`src/mkd_pkg.sv`:
```
// Shared types, constants and the code table for the Morse key decoder.
`timescale 1ns / 1ps

package mkd_pkg;

    localparam int MSG_DEPTH  = 32;
    localparam int TIMER_BITS = 16;
    localparam int CFG_W      = 16;
    localparam int MSG_CNT_W  = $clog2(MSG_DEPTH + 1);
    localparam int MSG_IDX_W  = (MSG_DEPTH > 1) ? $clog2(MSG_DEPTH) : 1;
    localparam int SEQ_MAX    = 6;
    localparam int CODE_NUM   = 36;
    localparam int SYM_W      = 7;

    localparam logic [2:0] SEQ_OVF = 3'd7;

    localparam logic [SYM_W-1:0] ASCII_A     = 7'h41;
    localparam logic [SYM_W-1:0] ASCII_0     = 7'h30;
    localparam logic [SYM_W-1:0] ASCII_SPACE = 7'h20;

    localparam logic [2:0] CFG_DOT_MAX  = 3'd0;
    localparam logic [2:0] CFG_TIMEOUT  = 3'd1;
    localparam logic [2:0] CFG_GLITCH   = 3'd2;
    localparam logic [2:0] CFG_LONG     = 3'd3;
    localparam logic [2:0] CFG_ENTER_EN = 3'd4;

    localparam logic [CFG_W-1:0] DOT_MAX_RST = 16'd400;
    localparam logic [CFG_W-1:0] TIMEOUT_RST = 16'd1000;
    localparam logic [CFG_W-1:0] GLITCH_RST  = 16'd50;
    localparam logic [CFG_W-1:0] LONG_RST    = 16'd1000;

    typedef enum logic [2:0] {
        EV_DOT     = 3'd0,
        EV_DASH    = 3'd1,
        EV_CHAR    = 3'd2,
        EV_UNKNOWN = 3'd3,
        EV_SPACE   = 3'd4,
        EV_MSG     = 3'd5
    } event_t;

    typedef enum logic [1:0] {
        OUT_ELEM,
        OUT_DEC,
        OUT_SPACE,
        OUT_MSG
    } out_sel_t;

    typedef enum logic [2:0] {
        ST_IDLE,
        ST_ELEM,
        ST_DEC,
        ST_SPACE,
        ST_SEND_RD,
        ST_SEND_OUT
    } state_t;

    typedef struct packed {
        logic     accept;
        logic     emit;
        out_sel_t out_sel;
        logic     emit_last;
        logic     send_next;
        logic     send_end;
    } dp_cmd_t;

    typedef struct packed {
        logic elem_do;
        logic dec_do;
        logic space_do;
        logic send_do;
        logic send_last;
        logic out_free;
    } dp_status_t;

    localparam logic [2:0] CODE_LEN [CODE_NUM] = '{
        3'd2, 3'd4, 3'd4, 3'd3, 3'd1, 3'd4, 3'd3, 3'd4, 3'd2, 3'd4,
        3'd3, 3'd4, 3'd2, 3'd2, 3'd3, 3'd4, 3'd4, 3'd3, 3'd3, 3'd1,
        3'd3, 3'd4, 3'd3, 3'd4, 3'd4, 3'd4,
        3'd5, 3'd5, 3'd5, 3'd5, 3'd5, 3'd5, 3'd5, 3'd5, 3'd5, 3'd5
    };

    localparam logic [5:0] CODE_BITS [CODE_NUM] = '{
        6'd2,  6'd1,  6'd5,  6'd1,  6'd0,  6'd4,  6'd3,  6'd0,  6'd0,  6'd14,
        6'd5,  6'd2,  6'd3,  6'd1,  6'd7,  6'd6,  6'd11, 6'd2,  6'd0,  6'd1,
        6'd4,  6'd8,  6'd6,  6'd9,  6'd13, 6'd3,
        6'd31, 6'd30, 6'd28, 6'd24, 6'd16, 6'd0,  6'd1,  6'd3,  6'd7,  6'd15
    };

    function automatic logic [TIMER_BITS-1:0] sat_inc(input logic [TIMER_BITS-1:0] v);
        return (&v) ? v : v + 1'b1;
    endfunction

    // Bit i of bits is element i, set for a dash; returns 0 when no entry matches.
    function automatic logic [SYM_W-1:0] code_lookup(input logic [5:0] bits,
                                                     input logic [2:0] cnt);
        logic [SYM_W-1:0] sym;
        logic [5:0]       mask;
        sym  = '0;
        mask = 6'((7'd1 << cnt) - 7'd1);
        for (int i = 0; i < CODE_NUM; i++) begin
            if (cnt == CODE_LEN[i] && (bits & mask) == CODE_BITS[i]) begin
                sym = (i < 26) ? SYM_W'(ASCII_A + i) : SYM_W'(ASCII_0 + i - 26);
            end
        end
        return sym;
    endfunction

endpackage

```
`src/mkd_ctrl.sv`:
```
// Controller state machine sequencing the results of one item.
`timescale 1ns / 1ps

module mkd_ctrl
    import mkd_pkg::*;
(
    input  logic       aclk,
    input  logic       aresetn,
    input  logic       s_tvalid,
    output logic       s_tready,
    input  dp_status_t status,
    output dp_cmd_t    cmd
);

    state_t state_reg, state_next;

    always_ff @(posedge aclk) begin
        if (!aresetn) begin
            state_reg <= ST_IDLE;
        end else begin
            state_reg <= state_next;
        end
    end

    always_comb begin
        state_next = state_reg;
        unique case (state_reg)
            ST_IDLE: begin
                if (s_tvalid) begin
                    state_next = ST_ELEM;
                end
            end
            ST_ELEM: begin
                if (!status.elem_do || status.out_free) begin
                    state_next = ST_DEC;
                end
            end
            ST_DEC: begin
                if (!status.dec_do || status.out_free) begin
                    state_next = ST_SPACE;
                end
            end
            ST_SPACE: begin
                if (!status.space_do || status.out_free) begin
                    state_next = status.send_do ? ST_SEND_RD : ST_IDLE;
                end
            end
            ST_SEND_RD: begin
                state_next = ST_SEND_OUT;
            end
            ST_SEND_OUT: begin
                if (status.out_free) begin
                    state_next = status.send_last ? ST_IDLE : ST_SEND_RD;
                end
            end
            default: begin
                state_next = ST_IDLE;
            end
        endcase
    end

    always_comb begin
        cmd      = '0;
        s_tready = 1'b0;
        unique case (state_reg)
            ST_IDLE: begin
                s_tready   = 1'b1;
                cmd.accept = s_tvalid;
            end
            ST_ELEM: begin
                cmd.out_sel   = OUT_ELEM;
                cmd.emit      = status.elem_do && status.out_free;
                cmd.emit_last = !(status.dec_do || status.space_do || status.send_do);
            end
            ST_DEC: begin
                cmd.out_sel   = OUT_DEC;
                cmd.emit      = status.dec_do && status.out_free;
                cmd.emit_last = !(status.space_do || status.send_do);
            end
            ST_SPACE: begin
                cmd.out_sel   = OUT_SPACE;
                cmd.emit      = status.space_do && status.out_free;
                cmd.emit_last = !status.send_do;
            end
            ST_SEND_RD: begin
                cmd.out_sel = OUT_MSG;
            end
            ST_SEND_OUT: begin
                cmd.out_sel   = OUT_MSG;
                cmd.emit      = status.out_free;
                cmd.emit_last = status.send_last;
                cmd.send_next = status.out_free && !status.send_last;
                cmd.send_end  = status.out_free && status.send_last;
            end
            default: begin
                cmd = '0;
            end
        endcase
    end

endmodule

```
`src/mkd_datapath.sv`:
```
// Datapath: timers, element sequence, message store, settings and output register.
`timescale 1ns / 1ps

module mkd_datapath
    import mkd_pkg::*;
(
    input  logic             aclk,
    input  logic             aresetn,
    input  logic             key_level,
    input  logic             enter_level,
    input  logic             cfg_we,
    input  logic [2:0]       cfg_index,
    input  logic [CFG_W-1:0] cfg_data,
    input  dp_cmd_t          cmd,
    output dp_status_t       status,
    output logic             m_tvalid,
    input  logic             m_tready,
    output logic [7:0]       m_tdata,
    output logic [2:0]       m_tuser,
    output logic             m_tlast
);

    logic [CFG_W-1:0] dot_max_reg, timeout_reg, glitch_reg, long_reg;
    logic             enter_en_reg;

    logic                  key_prev_reg, key_prev_next;
    logic [TIMER_BITS-1:0] key_hold_reg, key_hold_next;
    logic [5:0]            bits_reg, bits_next;
    logic [2:0]            seq_cnt_reg, seq_cnt_next;
    logic                  pend_reg, pend_next;
    logic [TIMER_BITS-1:0] age_reg, age_next;
    logic                  enter_prev_reg, enter_prev_next;
    logic [TIMER_BITS-1:0] enter_hold_reg, enter_hold_next;

    logic             elem_do_reg, elem_do_next;
    logic             dash_reg, dash_next;
    logic             dec_do_reg, dec_do_next;
    logic [SYM_W-1:0] dec_sym_reg, dec_sym_next;
    logic             space_do_reg, space_do_next;
    logic             send_do_reg, send_do_next;

    logic [SYM_W-1:0]     msg_mem [MSG_DEPTH];
    logic [MSG_CNT_W-1:0] msg_cnt_reg;
    logic [MSG_IDX_W-1:0] rd_idx_reg;
    logic [SYM_W-1:0]     rd_data_reg;

    logic                  m_tvalid_reg;
    logic [2:0]            m_event_reg;
    logic [SYM_W-1:0]      m_sym_reg;
    logic                  m_tlast_reg;

    logic [TIMER_BITS-1:0] age_inc, dur_key, dur_enter;
    logic [5:0]            bits_elem;
    logic [2:0]            cnt_elem;
    logic                  dec_store;
    logic [MSG_CNT_W-1:0]  cnt_after_dec;
    logic                  store_we;
    logic [SYM_W-1:0]      store_data;
    event_t                out_event;
    logic [SYM_W-1:0]      out_sym;
    logic                  msg_not_full;

    assign msg_not_full = msg_cnt_reg < MSG_CNT_W'(MSG_DEPTH);

    always_ff @(posedge aclk) begin
        if (!aresetn) begin
            dot_max_reg  <= DOT_MAX_RST;
            timeout_reg  <= TIMEOUT_RST;
            glitch_reg   <= GLITCH_RST;
            long_reg     <= LONG_RST;
            enter_en_reg <= 1'b1;
        end else if (cfg_we) begin
            case (cfg_index)
                CFG_DOT_MAX:  dot_max_reg  <= cfg_data;
                CFG_TIMEOUT:  timeout_reg  <= cfg_data;
                CFG_GLITCH:   glitch_reg   <= cfg_data;
                CFG_LONG:     long_reg     <= cfg_data;
                CFG_ENTER_EN: enter_en_reg <= cfg_data[0];
                default: ;
            endcase
        end
    end

    always_comb begin
        age_inc   = pend_reg ? sat_inc(age_reg) : age_reg;
        dur_key   = sat_inc(key_hold_reg);
        dur_enter = sat_inc(enter_hold_reg);

        key_hold_next = key_hold_reg;
        bits_elem     = bits_reg;
        cnt_elem      = seq_cnt_reg;
        pend_next     = pend_reg;
        age_next      = age_inc;
        elem_do_next  = 1'b0;
        dash_next     = 1'b0;

        if (!key_level && key_prev_reg) begin
            key_hold_next = '0;
        end else if (!key_level) begin
            key_hold_next = dur_key;
        end else if (!key_prev_reg && dur_key > glitch_reg) begin
            elem_do_next = 1'b1;
            dash_next    = dur_key > dot_max_reg;
            if (seq_cnt_reg < 3'(SEQ_MAX)) begin
                bits_elem = bits_reg | (6'(dash_next) << seq_cnt_reg);
                cnt_elem  = seq_cnt_reg + 3'd1;
            end else begin
                cnt_elem = SEQ_OVF;
            end
            pend_next = 1'b1;
            age_next  = '0;
        end
        key_prev_next = key_level;

        dec_do_next  = key_level && cnt_elem != 3'd0 && pend_next && age_next >= timeout_reg;
        dec_sym_next = code_lookup(bits_elem, cnt_elem);
        bits_next    = bits_elem;
        seq_cnt_next = cnt_elem;
        if (dec_do_next) begin
            bits_next    = '0;
            seq_cnt_next = '0;
            pend_next    = 1'b0;
            age_next     = '0;
        end

        dec_store     = dec_do_next && dec_sym_next != '0 && msg_not_full;
        cnt_after_dec = msg_cnt_reg + MSG_CNT_W'(dec_store);

        enter_hold_next = enter_hold_reg;
        enter_prev_next = enter_prev_reg;
        space_do_next   = 1'b0;
        send_do_next    = 1'b0;
        if (enter_en_reg) begin
            if (!enter_level && enter_prev_reg) begin
                enter_hold_next = '0;
            end else if (!enter_level) begin
                enter_hold_next = dur_enter;
            end else if (!enter_prev_reg && dur_enter > glitch_reg) begin
                if (dur_enter >= long_reg) begin
                    send_do_next = cnt_after_dec != '0;
                end else begin
                    space_do_next = 1'b1;
                end
            end
            enter_prev_next = enter_level;
        end
    end

    always_ff @(posedge aclk) begin
        if (!aresetn) begin
            key_prev_reg   <= 1'b1;
            key_hold_reg   <= '0;
            bits_reg       <= '0;
            seq_cnt_reg    <= '0;
            pend_reg       <= 1'b0;
            age_reg        <= '0;
            enter_prev_reg <= 1'b1;
            enter_hold_reg <= '0;
            elem_do_reg    <= 1'b0;
            dec_do_reg     <= 1'b0;
            space_do_reg   <= 1'b0;
            send_do_reg    <= 1'b0;
        end else if (cmd.accept) begin
            key_prev_reg   <= key_prev_next;
            key_hold_reg   <= key_hold_next;
            bits_reg       <= bits_next;
            seq_cnt_reg    <= seq_cnt_next;
            pend_reg       <= pend_next;
            age_reg        <= age_next;
            enter_prev_reg <= enter_prev_next;
            enter_hold_reg <= enter_hold_next;
            elem_do_reg    <= elem_do_next;
            dec_do_reg     <= dec_do_next;
            space_do_reg   <= space_do_next;
            send_do_reg    <= send_do_next;
        end
    end

    always_ff @(posedge aclk) begin
        if (cmd.accept) begin
            dash_reg    <= dash_next;
            dec_sym_reg <= dec_sym_next;
        end
    end

    always_comb begin
        store_we   = 1'b0;
        store_data = ASCII_SPACE;
        if (cmd.emit && msg_not_full) begin
            if (cmd.out_sel == OUT_DEC && dec_sym_reg != '0) begin
                store_we   = 1'b1;
                store_data = dec_sym_reg;
            end else if (cmd.out_sel == OUT_SPACE) begin
                store_we = 1'b1;
            end
        end
    end

    always_ff @(posedge aclk) begin
        if (store_we) begin
            msg_mem[msg_cnt_reg[MSG_IDX_W-1:0]] <= store_data;
        end
        rd_data_reg <= msg_mem[rd_idx_reg];
    end

    always_ff @(posedge aclk) begin
        if (!aresetn) begin
            msg_cnt_reg <= '0;
            rd_idx_reg  <= '0;
        end else begin
            if (cmd.send_end) begin
                msg_cnt_reg <= '0;
            end else if (store_we) begin
                msg_cnt_reg <= msg_cnt_reg + 1'b1;
            end
            if (cmd.accept) begin
                rd_idx_reg <= '0;
            end else if (cmd.send_next) begin
                rd_idx_reg <= rd_idx_reg + 1'b1;
            end
        end
    end

    always_comb begin
        unique case (cmd.out_sel)
            OUT_ELEM: begin
                out_event = dash_reg ? EV_DASH : EV_DOT;
                out_sym   = '0;
            end
            OUT_DEC: begin
                out_event = (dec_sym_reg != '0) ? EV_CHAR : EV_UNKNOWN;
                out_sym   = dec_sym_reg;
            end
            OUT_SPACE: begin
                out_event = EV_SPACE;
                out_sym   = ASCII_SPACE;
            end
            OUT_MSG: begin
                out_event = EV_MSG;
                out_sym   = rd_data_reg;
            end
            default: begin
                out_event = EV_DOT;
                out_sym   = '0;
            end
        endcase
    end

    always_ff @(posedge aclk) begin
        if (!aresetn) begin
            m_tvalid_reg <= 1'b0;
        end else if (cmd.emit) begin
            m_tvalid_reg <= 1'b1;
        end else if (m_tready) begin
            m_tvalid_reg <= 1'b0;
        end
    end

    always_ff @(posedge aclk) begin
        if (cmd.emit) begin
            m_event_reg <= out_event;
            m_sym_reg   <= out_sym;
            m_tlast_reg <= cmd.emit_last;
        end
    end

    assign status.elem_do   = elem_do_reg;
    assign status.dec_do    = dec_do_reg;
    assign status.space_do  = space_do_reg;
    assign status.send_do   = send_do_reg;
    assign status.send_last = {1'b0, rd_idx_reg} == MSG_CNT_W'(msg_cnt_reg - 1'b1);
    assign status.out_free  = !m_tvalid_reg || m_tready;

    assign m_tvalid = m_tvalid_reg;
    assign m_tdata  = {1'b0, m_sym_reg};
    assign m_tuser  = m_event_reg;
    assign m_tlast  = m_tlast_reg;

endmodule

```
`src/morse_key_decoder.sv`:
```
// Top level of the straight-key Morse decoder with message store.
//
//  channel  dir  handshake           payload
//  s_       in   s_tvalid/s_tready   s_tdata: key_level, enter_level
//  m_       out  m_tvalid/m_tready   m_tdata: symbol; m_tuser: event_res; m_tlast: last
//  cfg_     in   cfg_valid/cfg_ready cfg_index, cfg_data
//
// An item is taken in the idle state, then the controller walks the element,
// decode and space slots in order before it takes the next item.
// A long enter press adds a store read and an output load per stored character.
// Reset is synchronous, active low; the store needs no clearing pass.
// Output backpressure holds the controller in its current slot.
`timescale 1ns / 1ps

module morse_key_decoder
    import mkd_pkg::*;
(
    input  logic             aclk,
    input  logic             aresetn,
    input  logic             s_tvalid,
    output logic             s_tready,
    input  logic [7:0]       s_tdata,   // [0] key_level, [1] enter_level
    output logic             m_tvalid,
    input  logic             m_tready,
    output logic [7:0]       m_tdata,   // [6:0] symbol
    output logic [2:0]       m_tuser,   // [2:0] event_res
    output logic             m_tlast,
    input  logic             cfg_valid,
    output logic             cfg_ready,
    input  logic [2:0]       cfg_index,
    input  logic [CFG_W-1:0] cfg_data
);

    dp_cmd_t    cmd;
    dp_status_t status;
    logic       unused_tdata;

    assign cfg_ready    = 1'b1;
    assign unused_tdata = ^s_tdata[7:2];

    mkd_ctrl u_ctrl (
        .aclk     (aclk),
        .aresetn  (aresetn),
        .s_tvalid (s_tvalid),
        .s_tready (s_tready),
        .status   (status),
        .cmd      (cmd)
    );

    mkd_datapath u_datapath (
        .aclk        (aclk),
        .aresetn     (aresetn),
        .key_level   (s_tdata[0]),
        .enter_level (s_tdata[1]),
        .cfg_we      (cfg_valid && cfg_ready),
        .cfg_index   (cfg_index),
        .cfg_data    (cfg_data),
        .cmd         (cmd),
        .status      (status),
        .m_tvalid    (m_tvalid),
        .m_tready    (m_tready),
        .m_tdata     (m_tdata),
        .m_tuser     (m_tuser),
        .m_tlast     (m_tlast)
    );

    a_emit_free: assert property (@(posedge aclk) disable iff (!aresetn)
        cmd.emit |-> status.out_free)
        else $error("result loaded into a full output register");

    a_busy_after_accept: assert property (@(posedge aclk) disable iff (!aresetn)
        cmd.accept |=> !s_tready)
        else $error("item taken while previous item still in work");

    a_send_end_last: assert property (@(posedge aclk) disable iff (!aresetn)
        cmd.send_end |-> (cmd.emit && cmd.emit_last))
        else $error("message burst ended without a final result");

endmodule

```
`config.mk`:
```
export PLATFORM = sky130hd
export DESIGN_NAME = morse_key_decoder
export DESIGN_NICKNAME = d
export VERILOG_FILES = /design/src/mkd_pkg.sv /design/src/mkd_ctrl.sv /design/src/mkd_datapath.sv /design/src/morse_key_decoder.sv
export SDC_FILE = /design/constraint.sdc
export NUM_CORES = 1
export LEC_CHECK = 0
export BUFFER_PORTS_ARGS = -buffer_cell sky130_fd_sc_hd__buf_2
export CAP_MARGIN = 40
export CORE_AREA = 2 2 176 178
export CTS_BUF_LIST = sky130_fd_sc_hd__clkbuf_4
export CTS_CLUSTER_DIAMETER = 50
export DETAILED_ROUTE_END_ITERATION = 6
export DIE_AREA = 0 0 178 180
export PLACE_DENSITY = 0.82
export SLEW_MARGIN = 40
export SYNTH_ARGS = -nofsm -noshare
export SYNTH_HDL_FRONTEND = slang
export SYNTH_SLANG_ARGS = --single-unit
```
`constraint.sdc`:
```
create_clock -name aclk -period 17.4 [get_ports aclk]
set_input_delay 1.74 -clock aclk [delete_from_list [all_inputs] [get_ports aclk]]
set_output_delay 1.74 -clock aclk [all_outputs]
set_load 0.05 [all_outputs]
```
==> flow_summary.toml <==
[die]
start_util = 0.640
die_y_um = 180
rows = 64
dieArea_mm2 = 0.0320
io_pins = 47
coreArea_mm2 = 0.0302
die_width_um = 178

[global_routing]
antenna_found_initial = 1
grt_max_degree = 82
gr-total-overflow = 0
grt_use_total = 0.285
grt_pass1_wl_um = 70500
grt_pass1_vias = 13300

[clocking]
clockRootBuffer = "clkbuf_4"
clockBufferDepth = 3
cts_max_level = 3
post-cts-setup-buffers = 0
clock_latency_ns = 0.80
cts-resized-gates = 0
cts_buffers = 98
cts_tree = "built"
hold_buffers = 0
numClockSinks = 394
clk_pin_slew_ns = 0.06

[placed_design]
dp_hpwl_um = 30400
pre_cts_slack_ns = 9.25
routabilityCongestion = 0.906
io_buffers = 38

[sta]
final_max_slew_viol_count = 0
fin_crit_ns = 8.41
slew_headroom = 0.429
skew_ns = 0.0772
fmax_mhz = 119
rsz0062_at_grt = "false"
tns_ns = 0
finalCritPeriodShare = 0.483
finalSetupViolCount = 0
tightest_slew_ns = 0.856
hold_viol = 0
setup_ws_ns = 8.99

[synthesis]
synthTopCellsByArea = "edfxtp_1 (38%), dfxtp_1 (16%), mux4_2 (8.2%)"
synth-seq-area-share = 0.534
yosysWarnings = 0
synth_top_cell_area_share = 0.378
synth-xor-area-share = 0.0227
synth_compound_area_frac = 0.120
synth.most_common_cell = "edfxtp_1"
synth_area_mm2 = 0.0193
synthSimpleGateAreaFrac = 0.140
synth_top_area_cell = "edfxtp_1"
ys_ff_latch = 394
synth.distinct_cells = 77
synth_top_family_by_area = "simple AND/OR/NAND/NOR gates"
synth-edff-count = 243
synthCells = 1680
synthAdderAreaFrac = 0.0602
syn_area_per_cell_um2 = 11.5
syn_nets = 1805
synthArstFlopShare = 0
synthMuxAreaShare = 0.0910
ys.flop_type = "edfxtp_1"
synth_common_cells = "edfxtp_1 (243), nand2_1 (207), dfxtp_1 (151), nor2_1 (118), ha_1 (93)"

[power]
swShare = 0.233
p_clk_frac = 0.414
power_density_mw_per_mm2 = 85.4
p_switching_mw = 0.418
ir_drop_v = 0.0000726
intPower_mw = 1.37
seq_power_share = 0.555
p_comb_frac = 0.031
leakagePower_nw = 7.20

[worst_setup_path]
reg2reg_from = "u_datapath.key_hold_reg[3]$_SDFFE_PN0P_"
cp_top_family = "simple AND/OR/NAND/NOR gates"
r2r_cells = 29
cp.required_ns = 18.00
worst-path-max-fanout = 16
arrival_ns = 9.01
crit_cells = 29
critPathBufInv = 0
cp_slowest_cell = "a2111oi_4"
end_kind = "register"
rrSetupSlack_ns = 8.99
slowest_delay_ns = 0.62
path_common_cell = "nand4_1"
path_class = "register to register"
reg2reg_to = "u_datapath.send_do_reg$_SDFFE_PN0P_"
start_kind = "register"

[drt]
num_vias = 13900
met2_length_um = 21500
drtIter0Drc = 1299
drc_errors = 0
wl_met1_um = 18600
drt-pass1-iter-count = 6
route.met3.wl_um = 3810
wl_per_cell_um = 20.5
via_per_inst = 6.30
wirelength_um = 45200
detail-route-antenna-nets = 0
maxUsedRoutingLayer = "met4"

[layout]
area_growth_pct = 8.47
layout-drive-gt1-share = 0.170
final_nets = 1865
largest_reg_flops = 224
nFillCells = 2075

[min_path]
hold_path.class = "register to register"
holdCritStartpoint = "u_datapath.long_reg[11]$_SDFFE_PN0P_"
min_to = "u_datapath.long_reg[11]$_SDFFE_PN0P_"
holdPathStages = 2

[status]
status = "complete, no violations"

[run]
cap_violations = 0
cell families (layout without fill, tap and decap cells):
logic type	Yosys count	count (layout)
mux	87	87
flops	394	394
compound gates	333	333
fa+ha+maj	93	93
xor+xnor	50	50
simple gates	560	560
buf+inv	161	292
other cells	2	3
per-layer routing:
layer  vias up  global-route usage
li1       6413                   -
met1      6717               0.394
met2       668               0.446
met3       102              0.0645
met4         0               0.103
met5         -                   0
worst max-delay path by stage:
| stage | from | to |
|---|---|---|
| floorplan | u_datapath.key_hold_reg[3]$_SDFFE_PN0P_ | u_datapath.send_do_reg$_SDFFE_PN0P_ |
| global placement | u_datapath.key_hold_reg[3]$_SDFFE_PN0P_ | u_datapath.send_do_reg$_SDFFE_PN0P_ |
| detailed placement | u_datapath.key_hold_reg[3]$_SDFFE_PN0P_ | u_datapath.send_do_reg$_SDFFE_PN0P_ |
| CTS | u_datapath.key_hold_reg[3]$_SDFFE_PN0P_ | u_datapath.send_do_reg$_SDFFE_PN0P_ |
| global route | u_datapath.key_hold_reg[3]$_SDFFE_PN0P_ | u_datapath.send_do_reg$_SDFFE_PN0P_ |
| finish | u_datapath.key_hold_reg[3]$_SDFFE_PN0P_ | u_datapath.send_do_reg$_SDFFE_PN0P_ |
layout make-up:
class | count | area, µm² | area share
timing repair buffer | 43 | 228 | 0.0109
inverter | 78 | 293 | 0.0140
clock buffer | 139 | 1040 | 0.0498
multi-input combinational | 1125 | 8430 | 0.402
tap | 396 | 495 | 0.0236
clock inverter | 32 | 146 | 0.00698
antenna | 1 | 2.50 | 0.000119
sequential | 394 | 10300 | 0.493
layout by cell type (no fill, tap or decap), types with 17 or more instances in the layout:
master,n
edfxtp_1,243
nand2_1,207
dfxtp_1,148
clkbuf_4,139
nor2_1,115
ha_1,93
inv_1,77
mux4_2,70
a21oi_1,61
o21ai_0,55
a21boi_0,55
nor2b_1,42
buf_2,38
nand3_1,36
xnor2_1,27
nand4_1,26
nor3_1,25
clkinv_1,25
o211ai_1,24
xor2_1,23
a22oi_1,22
a32o_1,19
a21o_1,17
tightest hold or removal path: cells and delay by family (launching register included):
family | cells | cell delay, ns
simple gates | 1 | 0.05
compound gates | 1 | 0.06
flops | 1 | 0.31
stage by stage:
step	hold slack (ns)	power, mW	cell area, µm²	util	instances
after floorplan	0.429	1.05	19300	-	1680
after global routing	0.493	1.85	21000	0.694	2208
after CTS	0.467	1.80	20900	0.694	2207
final	0.468	1.79	21000	0.694	2208
after detailed placement	0.459	1.07	19800	0.654	2036
after global placement	0.450	1.07	19700	0.653	2036
power groups by stage:
stage	Clock, mW	Sequential [mW]	Combinational, mW
2_1_floorplan	0	1.01	0.0393
3_3_place_gp	0	1.01	0.0535
3_5_place_dp	0	1.01	0.0549
4_1_cts	0.756	0.993	0.0553
5_1_grt	0.797	0.993	0.0619
6_report	0.741	0.993	0.0563
Note: power is estimated with default switching activity, not from simulation.
